File: src/sv/assert_macros.svh
// ----------------------------------------------------------------------------
// assert_macros.svh
// Assertion shorthands for the heap allocator; clocked on clk, off in reset.
// ----------------------------------------------------------------------------
`ifndef ASSERT_MACROS_SVH
`define ASSERT_MACROS_SVH

// property holds on every clock edge outside reset
`define BTH_ASSERT(lbl, prop, msg) \
	lbl: assert property (@(posedge clk) disable iff (!arst_n) (prop)) else $error(msg);

// condition never true outside reset
`define BTH_NEVER(lbl, cond, msg) \
	lbl: assert property (@(posedge clk) disable iff (!arst_n) !(cond)) else $error(msg);

`endif

File: src/sv/bth_pkg.sv
// ----------------------------------------------------------------------------
// bth_pkg
// Shared types, constants and helpers of the boundary-tag heap allocator.
// ----------------------------------------------------------------------------
`default_nettype none

package bth_pkg;

	// byte store size, a power of two; addresses wrap modulo this
	localparam int MEM_BYTES = 65536;
	localparam int AW        = $clog2(MEM_BYTES);

	localparam logic [15:0] REGION_SPLIT_RST = 16'd32768;
	localparam logic [15:0] STACK_LIMIT_RST  = 16'd61440;

	// tag geometry
	localparam logic [31:0] HDR_BYTES  = 32'd8;
	localparam logic [31:0] FTR_BYTES  = 32'd4;
	localparam logic [31:0] TAG_BYTES  = 32'd12;
	localparam logic [31:0] USED_MARK  = 32'd1;

	typedef enum logic [1:0] {
		ACT_ALLOC  = 2'd0,
		ACT_FREE   = 2'd1,
		ACT_EXTEND = 2'd2,
		ACT_FORMAT = 2'd3
	} action_t;

	typedef enum logic [1:0] {
		RES_OK    = 2'd0,
		RES_NOFIT = 2'd1,
		RES_SEGV  = 2'd2
	} res_t;

	typedef enum logic {
		CFG_REGION_SPLIT = 1'b0,
		CFG_STACK_LIMIT  = 1'b1
	} cfg_idx_t;

	// datapath micro-operations
	typedef enum logic [5:0] {
		OP_NONE, OP_LOAD, OP_EMIT,
		OP_A_RDB, OP_A_RDU, OP_A_HIT, OP_A_STEP, OP_MARK,
		OP_S0, OP_S1, OP_S2, OP_S3, OP_S4, OP_S5,
		OP_F_CLR, OP_F_RDP, OP_F_PREV, OP_F_RDPU, OP_F_MP,
		OP_F_RDS, OP_F_NEXT, OP_F_RDNU, OP_F_MN,
		OP_M_RA, OP_M_RB, OP_M_NS, OP_M_W0, OP_M_W1,
		OP_E_RDS, OP_E_NEXT, OP_E_RDN, OP_E_RDNU, OP_E_MG,
		OP_FM0, OP_FM1, OP_FM2, OP_FM3, OP_FM4, OP_FM5
	} op_t;

	typedef enum logic [5:0] {
		S_IDLE, S_DONE,
		S_A_CHK, S_A_RDB, S_A_RDU, S_A_DEC, S_MARK,
		S_S0, S_S1, S_S2, S_S3, S_S4, S_S5,
		S_F_CLR, S_F_RDP, S_F_PREV, S_F_RDPU, S_F_DEC1,
		S_F_RDS, S_F_NEXT, S_F_CHKN, S_F_RDNU, S_F_DEC2,
		S_M_RA, S_M_RB, S_M_NS, S_M_W0, S_M_W1,
		S_E_RDS, S_E_NEXT, S_E_CHK, S_E_RDN, S_E_RDNU, S_E_DEC, S_E_MG,
		S_FM0, S_FM1, S_FM2, S_FM3, S_FM4, S_FM5
	} state_t;

	// datapath to controller
	typedef struct packed {
		logic    mem_done;
		action_t in_action;
		action_t act;
		logic    walk_end;
		logic    fit;
		logic    need_split;
		logic    addr_gt8;
		logic    prev_ok;
		logic    next_lt_sl;
		logic    next_ok;
		logic    next_lt_rs;
		logic    ext_ok;
		logic    out_free;
	} dp_stat_t;

	function automatic logic op_is_mem(op_t op);
		logic r;
		case (op)
			OP_A_RDB, OP_A_RDU, OP_MARK,
			OP_S0, OP_S1, OP_S2, OP_S3, OP_S4, OP_S5,
			OP_F_CLR, OP_F_RDP, OP_F_RDPU, OP_F_RDS, OP_F_RDNU,
			OP_M_RA, OP_M_RB, OP_M_W0, OP_M_W1,
			OP_E_RDS, OP_E_RDN, OP_E_RDNU,
			OP_FM0, OP_FM1, OP_FM2, OP_FM3, OP_FM4, OP_FM5: r = 1'b1;
			default: r = 1'b0;
		endcase
		return r;
	endfunction

endpackage

`default_nettype wire

File: src/sv/bth_ctrl.sv
// ----------------------------------------------------------------------------
// bth_ctrl
// Allocator sequencer: steps each action through datapath micro-operations.
// ----------------------------------------------------------------------------
`default_nettype none

`include "assert_macros.svh"

module bth_ctrl (
	input  wire logic              clk,
	input  wire logic              arst_n,
	input  wire logic              in_valid,
	output logic                   in_ready,
	input  wire bth_pkg::dp_stat_t stat,
	output bth_pkg::op_t           op
);
	import bth_pkg::*;

	state_t state_q, state_d;
	logic   m2_q;   // merge with the next block of a free is under way

	always_ff @(posedge clk or negedge arst_n) begin
		if (!arst_n) begin
			state_q <= S_IDLE;
			m2_q    <= 1'b0;
		end else begin
			state_q <= state_d;
			if (state_q == S_IDLE)
				m2_q <= 1'b0;
			else if (state_q == S_F_DEC2 && stat.next_ok)
				m2_q <= 1'b1;
		end
	end

	always_comb begin
		state_d = state_q;
		case (state_q)
			S_IDLE: begin
				if (in_valid) begin
					case (stat.in_action)
						ACT_ALLOC:  state_d = S_A_CHK;
						ACT_FREE:   state_d = S_F_CLR;
						ACT_EXTEND: state_d = S_E_RDS;
						default:    state_d = S_FM0;
					endcase
				end
			end
			S_A_CHK:  state_d = stat.walk_end ? S_DONE : S_A_RDB;
			S_A_RDB:  if (stat.mem_done) state_d = S_A_RDU;
			S_A_RDU:  if (stat.mem_done) state_d = S_A_DEC;
			S_A_DEC: begin
				if (stat.fit)
					state_d = stat.need_split ? S_S0 : S_MARK;
				else
					state_d = S_A_CHK;
			end
			S_MARK:   if (stat.mem_done) state_d = S_DONE;
			S_S0:     if (stat.mem_done) state_d = S_S1;
			S_S1:     if (stat.mem_done) state_d = S_S2;
			S_S2:     if (stat.mem_done) state_d = S_S3;
			S_S3:     if (stat.mem_done) state_d = S_S4;
			S_S4:     if (stat.mem_done) state_d = S_S5;
			S_S5: begin
				if (stat.mem_done)
					state_d = (stat.act == ACT_EXTEND) ? S_E_MG : S_DONE;
			end
			S_F_CLR:  if (stat.mem_done) state_d = stat.addr_gt8 ? S_F_RDP : S_F_RDS;
			S_F_RDP:  if (stat.mem_done) state_d = S_F_PREV;
			S_F_PREV: state_d = S_F_RDPU;
			S_F_RDPU: if (stat.mem_done) state_d = S_F_DEC1;
			S_F_DEC1: state_d = stat.prev_ok ? S_M_RA : S_F_RDS;
			S_F_RDS:  if (stat.mem_done) state_d = S_F_NEXT;
			S_F_NEXT: state_d = S_F_CHKN;
			S_F_CHKN: state_d = stat.next_lt_sl ? S_F_RDNU : S_DONE;
			S_F_RDNU: if (stat.mem_done) state_d = S_F_DEC2;
			S_F_DEC2: state_d = stat.next_ok ? S_M_RA : S_DONE;
			S_M_RA:   if (stat.mem_done) state_d = S_M_RB;
			S_M_RB:   if (stat.mem_done) state_d = S_M_NS;
			S_M_NS:   state_d = S_M_W0;
			S_M_W0:   if (stat.mem_done) state_d = S_M_W1;
			S_M_W1: begin
				if (stat.mem_done)
					state_d = (stat.act == ACT_FREE && !m2_q) ? S_F_RDS : S_DONE;
			end
			S_E_RDS:  if (stat.mem_done) state_d = S_E_NEXT;
			S_E_NEXT: state_d = S_E_CHK;
			S_E_CHK:  state_d = stat.next_lt_rs ? S_E_RDN : S_DONE;
			S_E_RDN:  if (stat.mem_done) state_d = S_E_RDNU;
			S_E_RDNU: if (stat.mem_done) state_d = S_E_DEC;
			S_E_DEC: begin
				if (stat.ext_ok)
					state_d = stat.need_split ? S_S0 : S_E_MG;
				else
					state_d = S_DONE;
			end
			S_E_MG:   state_d = S_M_RA;
			S_FM0:    if (stat.mem_done) state_d = S_FM1;
			S_FM1:    if (stat.mem_done) state_d = S_FM2;
			S_FM2:    if (stat.mem_done) state_d = S_FM3;
			S_FM3:    if (stat.mem_done) state_d = S_FM4;
			S_FM4:    if (stat.mem_done) state_d = S_FM5;
			S_FM5:    if (stat.mem_done) state_d = S_DONE;
			S_DONE:   if (stat.out_free) state_d = S_IDLE;
			default:  state_d = S_IDLE;
		endcase
	end

	always_comb begin
		op       = OP_NONE;
		in_ready = 1'b0;
		case (state_q)
			S_IDLE: begin
				in_ready = 1'b1;
				if (in_valid)
					op = OP_LOAD;
			end
			S_A_RDB:  op = OP_A_RDB;
			S_A_RDU:  op = OP_A_RDU;
			S_A_DEC:  op = stat.fit ? OP_A_HIT : OP_A_STEP;
			S_MARK:   op = OP_MARK;
			S_S0:     op = OP_S0;
			S_S1:     op = OP_S1;
			S_S2:     op = OP_S2;
			S_S3:     op = OP_S3;
			S_S4:     op = OP_S4;
			S_S5:     op = OP_S5;
			S_F_CLR:  op = OP_F_CLR;
			S_F_RDP:  op = OP_F_RDP;
			S_F_PREV: op = OP_F_PREV;
			S_F_RDPU: op = OP_F_RDPU;
			S_F_DEC1: if (stat.prev_ok) op = OP_F_MP;
			S_F_RDS:  op = OP_F_RDS;
			S_F_NEXT: op = OP_F_NEXT;
			S_F_RDNU: op = OP_F_RDNU;
			S_F_DEC2: if (stat.next_ok) op = OP_F_MN;
			S_M_RA:   op = OP_M_RA;
			S_M_RB:   op = OP_M_RB;
			S_M_NS:   op = OP_M_NS;
			S_M_W0:   op = OP_M_W0;
			S_M_W1:   op = OP_M_W1;
			S_E_RDS:  op = OP_E_RDS;
			S_E_NEXT: op = OP_E_NEXT;
			S_E_RDN:  op = OP_E_RDN;
			S_E_RDNU: op = OP_E_RDNU;
			S_E_MG:   op = OP_E_MG;
			S_FM0:    op = OP_FM0;
			S_FM1:    op = OP_FM1;
			S_FM2:    op = OP_FM2;
			S_FM3:    op = OP_FM3;
			S_FM4:    op = OP_FM4;
			S_FM5:    op = OP_FM5;
			S_DONE:   if (stat.out_free) op = OP_EMIT;
			default:  op = OP_NONE;
		endcase
	end

	`BTH_ASSERT(a_leave_idle, (state_q == S_IDLE && in_valid) |=> (state_q != S_IDLE), "item taken but sequencer stayed idle")
	`BTH_ASSERT(a_done_in_mem, stat.mem_done |-> op_is_mem(op), "word access finished outside a memory step")
	`BTH_ASSERT(a_emit_free, (state_q == S_DONE && stat.out_free) |=> (state_q == S_IDLE), "result slot free but item not retired")

endmodule

`default_nettype wire

File: config.mk
export PLATFORM = sky130hd
export DESIGN_NAME = bth_ctrl
export DESIGN_NICKNAME = d
export VERILOG_FILES = /design/src/sv/bth_pkg.sv /design/src/sv/bth_ctrl.sv
export VERILOG_INCLUDE_DIRS = /design/src /design/src/sv
export SDC_FILE = /design/constraint.sdc
export NUM_CORES = 1
export LEC_CHECK = 0
export BUFFER_PORTS_ARGS = -buffer_cell sky130_fd_sc_hd__buf_2
export CORE_ASPECT_RATIO = 0.7
export CORE_MARGIN = 2
export CORE_UTILIZATION = 55
export CTS_CLUSTER_SIZE = 14
export DETAILED_ROUTE_END_ITERATION = 6
export PLACE_DENSITY = 0.78
export SYNTH_ARGS = -nofsm -noshare
export SYNTH_HDL_FRONTEND = slang
export SYNTH_SLANG_ARGS = --single-unit
File: constraint.sdc
create_clock -name clk -period 3.45 [get_ports clk]
set_input_delay 0.1725 -clock clk [delete_from_list [all_inputs] [get_ports clk]]
set_output_delay 0.1725 -clock clk [all_outputs]
set_load 0.01 [all_outputs]
==> results.sh, run 1 <==
export IMPL_status="finished, violations left"
export IMPL_violations="DRC"
export IMPL_cp_num_buf_inv=1
export IMPL_path_delay_family="simple AND/OR/NAND/NOR gates"
export IMPL_synth_edf_count=0
export IMPL_ys_seq_area_share_pct=11.95
export IMPL_p_int_w=0.0006593
export IMPL_finalWirelength_um=5030
export IMPL_critPathArrivalTime_ns=2.46
export IMPL_grt_overflow=0
export IMPL_finish_net_count=261
export IMPL_final_setup_tns_ns=0
export IMPL_hold_class="in2async"
export IMPL_final_area_mm2=0.001620
export IMPL_rows=15
export IMPL_area_growth_pct=10.49
export IMPL_p_seq_share_pct=17.2
export IMPL_fp_dieH_um=47.20
export IMPL_required_ns=3.28
export IMPL_max_freq_ghz=0.3798
export IMPL_cp_slowest_cell="dfrtp_1"
export IMPL_drive_above_1_share_pct=19.25
export IMPL_startpoint_type="flip-flop"
export IMPL_p_sw_w=0.0009215
export IMPL_rsz0062_at_grt="false"
export IMPL_path_max_fanout=24
export IMPL_vias=1947
export IMPL_ios=25
export IMPL_ant_nets=0
export IMPL_fp_coreArea_mm2=0.002496
export IMPL_cts_made_buffers=3
export IMPL_grt_antenna_before_repair=0
export IMPL_synth_area_mm2=0.001466
export IMPL_final_setup_viol_count=0
export IMPL_dpl_cell_area_mm2=0.001565
export IMPL_grt_pass1_wl_um=8024
export IMPL_syn_area_per_cell_um2=6.546
export IMPL_swShare_pct=58.29
export IMPL_synth_ff_type="dfrtp_1"
export IMPL_fin_crit_ns=2.633
export IMPL_topRoutingLayerUsed="met4"
export IMPL_p_clk_share_pct=7.1
export IMPL_p_per_area_mw_per_mm2=975.6
export IMPL_crit_type="reg2out"
export IMPL_die_area_mm2=0.003102
export IMPL_io_buffers=24
export IMPL_drtPass1Iterations=7
export IMPL_skew_ns=0.003592
export IMPL_clock_sinks=7
export IMPL_drv_cap=0
export IMPL_syn_instance_count=224
export IMPL_hold_buffers=1
export IMPL_slew_viol_final=0
export IMPL_ys_types=62
export IMPL_die_w_um=65.72
export IMPL_initialDrtViolationCount=354
export IMPL_dp_cells=268
export IMPL_syn_nets=245
export IMPL_grt_use_total_pct=34.62
export IMPL_h_tree_depth=1
export IMPL_clockBufferDepth=2
export IMPL_remaining_drc_errors=1
export IMPL_slew_headroom_pct=46.87
export IMPL_wl_met1_um=2011
export IMPL_tightest_slew_ns=0.7957
export IMPL_period_share_pct=76.32
export IMPL_synth_seq_cells=7
export IMPL_peakVddDrop_v=0.0005468
export IMPL_grt_max_degree=25
export IMPL_synth_async_reset_ratio_pct=100.0
export IMPL_yosysWarningCount=0
export IMPL_dpl_hpwl_um=3670
export IMPL_crit_chain="nand2_1, or3_1, a21oi_1, or3b_2, buf_2"
export IMPL_gp_congestion=1.058
export IMPL_max_stage_delay_ns=0.80
export IMPL_grt_pass1_vias=1624
export IMPL_root_buffer="clkbuf_8"
export IMPL_wl_met3_um=866
export IMPL_start_util_pct=58.75
export IMPL_hold_violations=0
export IMPL_met2_length_um=1987
export IMPL_stdcell_count=273
export IMPL_clk_pin_slew_ns=0.04
export IMPL_cts_resized=0
export IMPL_postCtsSetupBuffers=0
export IMPL_routed_via_density=7.132
export IMPL_comb_power_share_pct=75.7
export IMPL_p_leak_nw=0.6331
export IMPL_n_antenna_cell=0
export IMPL_clk_insertion_delay_late_ns=0.22
export IMPL_tritoncts="done"
export IMPL_timing_hold_ws_ns=0.3273
export IMPL_critPathCaptureType="output port"
export IMPL_wl_per_cell_um=18.42
through the flow:
| step | setup slack [ns] | utilization, % | total power (W) |
|---|---|---|---|
| floorplan | 1.723 | - | 0.001142 |
| detailed placement | 0.9585 | 62.71 | 0.001409 |
| finish | 0.8169 | 64.91 | 0.001581 |
| CTS | 0.8559 | 64.91 | 0.001531 |
| global placement | 1.044 | 62.71 | 0.001407 |
| global route | 0.6879 | 64.91 | 0.001699 |
Yosys cell counts, drive strengths merged, types with 2 or more instances:
cell type	number	share of area (%)
buf	20	7.9
a21oi	22	7.8
o22ai	8	3.8
nand2	20	5.1
a22oi	4	2.4
inv	6	1.5
xnor2	2	1.2
a31oi	4	1.7
or3	4	1.7
o32ai	2	1.2
ha	3	2.6
o221ai	2	1.2
and3	3	1.3
clkinv	2	0.51
nand3	8	2.7
a211o	2	1.2
o211ai	2	1.0
clkbuf	2	0.51
or4	2	1.3
o311ai	3	2.3
nor2b	4	1.7
dfrtp	7	12
a2111oi	2	1.2
o21ai	24	8.2
nor3	10	3.8
nor2	22	6.3
nand2b	10	4.3
a221oi	2	1.2
cells in the final DEF (no fill, tap or decap), drive strengths merged, types with 7 or more instances in the layout:
cell type / instances
nand2: 20
nor3: 10
o21ai: 24
a21oi: 22
o22ai: 8
dfrtp: 7
nor2: 22
nand3: 8
buf: 32
nand2b: 10
power by group through the flow:
stage	registers, W	clock network [W]	logic [W]
3_5_place_dp	0.000264	0	0.00115
5_1_grt	0.000280	0.000120	0.00130
6_report	0.000271	0.000113	0.00120
2_1_floorplan	0.000138	0	0.00100
3_3_place_gp	0.000264	0	0.00114
4_1_cts	0.000263	0.000113	0.00115
path summary, 6_finish.rpt:
path	start	endpoint	slack, ns	cells past startpoint
setup / recovery	state_q[0]	op[4]	0.82	5
hold / removal	arst_n	state_q[4]	0.33	2
setup reg to reg	state_q[0]	state_q[0]	0.90	6
hold reg to reg	m2_q	m2_q	0.54	2
max in group asynchronous	arst_n	m2_q	2.96	2
min in group clk	stat[7]	state_q[2]	0.33	3
layer usage:
metal	track usage [%]	vias to the layer above
met1	45.49	847
met5	0	-
met2	51.52	192
met4	10.00	0
met3	15.83	32
li1	-	876
layout make-up:
class,count,area (um^2)
inverters,8,30.03
flip-flops and latches,7,175.2
well taps,34,42.54
multi-input cells,187,1137
clock buffers,4,45.04
fillers,261,875.8
repair buffers,33,190.2
cell families (layout without fill, tap and decap cells):
kind of cell,count (synthesis),count (layout),share of synthesized area (%)
muxes,1,1,0.6826
adders and majority gates,3,3,2.560
xor gates and xnor gates,2,2,1.195
buffers and inverters,30,45,10.50
and+or+nand+nor,91,91,32.08
AOI/OAI and AO/OA,90,90,41.04
DFF,7,7,11.95
registers in the layout (all words and copies together) (netlist names):
register / flops
m2_q: 1
state_q: 6
Note: power is estimated with default switching activity, not from simulation.
==> inputs of run 2 (changes only) <==
==> constraint.sdc (replaced) <==
create_clock -name clk -period 2.5 [get_ports clk]
set_input_delay 0.125 -clock clk [delete_from_list [all_inputs] [get_ports clk]]
set_output_delay 0.125 -clock clk [all_outputs]
set_load 0.01 [all_outputs]
==> results.sh, run 2 (synthesis gave the netlist of run 1 again) <==
export IMPL_fp_coreArea_mm2=0.002496
export IMPL_p_per_area_mw_per_mm2=1382
export IMPL_utilization_pct=67.87
export IMPL_p_sw_w=0.001346
export IMPL_io_buffers=24
export IMPL_required_ns=2.38
export IMPL_finish_net_count=270
export IMPL_die_area_mm2=0.003102
export IMPL_cp_slowest_cell="dfrtp_1"
export IMPL_gp_congestion=1.028
export IMPL_comb_power_share_pct=78.8
export IMPL_largest_register="state_q"
export IMPL_power_w=0.002341
export IMPL_period_share_pct=91.84
export IMPL_grt_use_total_pct=36.95
export IMPL_tritoncts="done"
export IMPL_startpoint_type="flip-flop"
export IMPL_rrSetupSlack_ns=0.35
export IMPL_max_freq_ghz=0.4355
export IMPL_stdcell_count=282
export IMPL_hold_class="in2reg"
export IMPL_die_w_um=65.72
export IMPL_mostFrequentLayoutCells="24 x buf_2, 21 x a21oi_1, 20 x nand2_1, 20 x o21ai_0, 20 x nor2_1"
export IMPL_tightest_slew_ns=0.5427
export IMPL_reg_top3="state_q (6), m2_q (1)"
export IMPL_finalWirelength_um=5518
export IMPL_start_util_pct=58.75
export IMPL_vias=2008
export IMPL_ant_nets=0
export IMPL_grt_max_degree=19
export IMPL_final_setup_tns_ns=0
export IMPL_dpl_hpwl_um=4024
export IMPL_rsz0062_at_grt="false"
export IMPL_routed_via_density=7.121
export IMPL_final_setup_viol_count=0
export IMPL_grt_pass1_wl_um=8445
export IMPL_crit_start="state_q[0]"
export IMPL_p_seq_share_pct=14.1
export IMPL_path_max_fanout=15
export IMPL_slew_headroom_pct=63.82
export IMPL_grt_pass1_vias=1718
export IMPL_p_leak_nw=0.6791
export IMPL_grt_antenna_before_repair=0
export IMPL_status="completed"
export IMPL_root_buffer="clkbuf_8"
export IMPL_clk_insertion_delay_late_ns=0.23
export IMPL_hold_violations=0
export IMPL_min_from="stat[7]"
export IMPL_clk_pin_slew_ns=0.04
export IMPL_area_growth_pct=15.53
export IMPL_fp_dieH_um=47.20
export IMPL_fillers=222
export IMPL_max_stage_delay_ns=0.68
export IMPL_h_tree_depth=1
export IMPL_initialDrtViolationCount=377
export IMPL_rows=15
export IMPL_clock_sinks=7
export IMPL_p_int_w=0.0009955
export IMPL_peakVddDrop_v=0.0007267
export IMPL_critPathArrivalTime_ns=2.17
export IMPL_largest_reg_flops=6
export IMPL_crit_reg2reg_launch="state_q[5]"
export IMPL_ios=25
export IMPL_layout_commonest_cell="buf_2"
export IMPL_n_antenna_cell=0
export IMPL_clockBufferDepth=2
export IMPL_critPathCaptureType="output port"
export IMPL_fin_crit_ns=2.296
export IMPL_crit_type="reg2out"
export IMPL_drv_cap=0
export IMPL_drive_above_1_share_pct=22.98
export IMPL_wl_per_cell_um=19.57
export IMPL_cts_made_buffers=3
export IMPL_swShare_pct=57.48
export IMPL_dp_cells=277
export IMPL_skew_ns=0.0004694
export IMPL_p_clk_share_pct=7.1
export IMPL_grt_overflow=0
export IMPL_drtPass1Iterations=6
export IMPL_slew_viol_final=0
export IMPL_crit_chain="buf_4, nand2b_1, nor2_1, a21oi_1, a2bb2oi_1, o22a_1, nand2_1, buf_2"
export IMPL_remaining_drc_errors=0
-- run 2: stage by stage --
stage | worst slack, ns | hold slack, ns | cell area (um^2)
finish | 0.2040 | 0.2734 | 1694
CTS | 0.1503 | 0.2674 | 1688
floorplan | 0.7731 | -0.1706 | 1466
global placement | 0.2225 | -0.03345 | 1633
detailed placement | 0.2831 | -0.02459 | 1633
global route | 0.1166 | 0.2848 | 1694
-- run 2: layout make-up --
type	instances	area, um^2	area share, %
repair buffers	42	257.7	15.21
inverters	8	30.03	1.773
clock buffers	4	45.04	2.659
multi-input cells	187	1142	67.43
well taps	34	42.54	2.511
flip-flops and latches	7	176.4	10.41
-- run 2: power groups by stage --
stage / Clock, W / Sequential [W] / Combinational (W)
6_report: 0.000165 / 0.000331 / 0.00184
5_1_grt: 0.000175 / 0.000340 / 0.00196
4_1_cts: 0.000165 / 0.000316 / 0.00176
3_5_place_dp: 0 / 0.000318 / 0.00175
3_3_place_gp: 0 / 0.000318 / 0.00175
2_1_floorplan: 0 / 0.000190 / 0.00138
-- run 2: repair_timing --
item | CTS | global route
setup buffers | 0 | 0
setup endpoints to repair | 0 | 2
hold buffers | 1 | 0
resized for setup | 0 | 2
endpoints found under the hold margin | 7 | 0
-- run 2: critical path, delay by kind of cell, from the launching register on --
kind                   cells  cell delay [ns]
AOI/OAI and AO/OA          3             0.55
and+or+nand+nor            3             0.24
DFF                        1             0.68
buffers and inverters      2             0.45
-- run 2: final timing paths --
path | end | cells after the start
max | op[0] | 8
min | state_q[2] | 3
max reg2reg | state_q[3] | 7
min reg2reg | m2_q | 2
max in group asynchronous | state_q[3] | 2
min in group asynchronous | state_q[1] | 2
-- run 2: metal layers --
metal	part of all wire (%)	GRT usage, %	up-vias
met3	19	13.67	37
met4	4.0	15.42	0
li1	-	-	892
met5	0	0	-
met1	39	50.14	863
met2	38	53.13	216
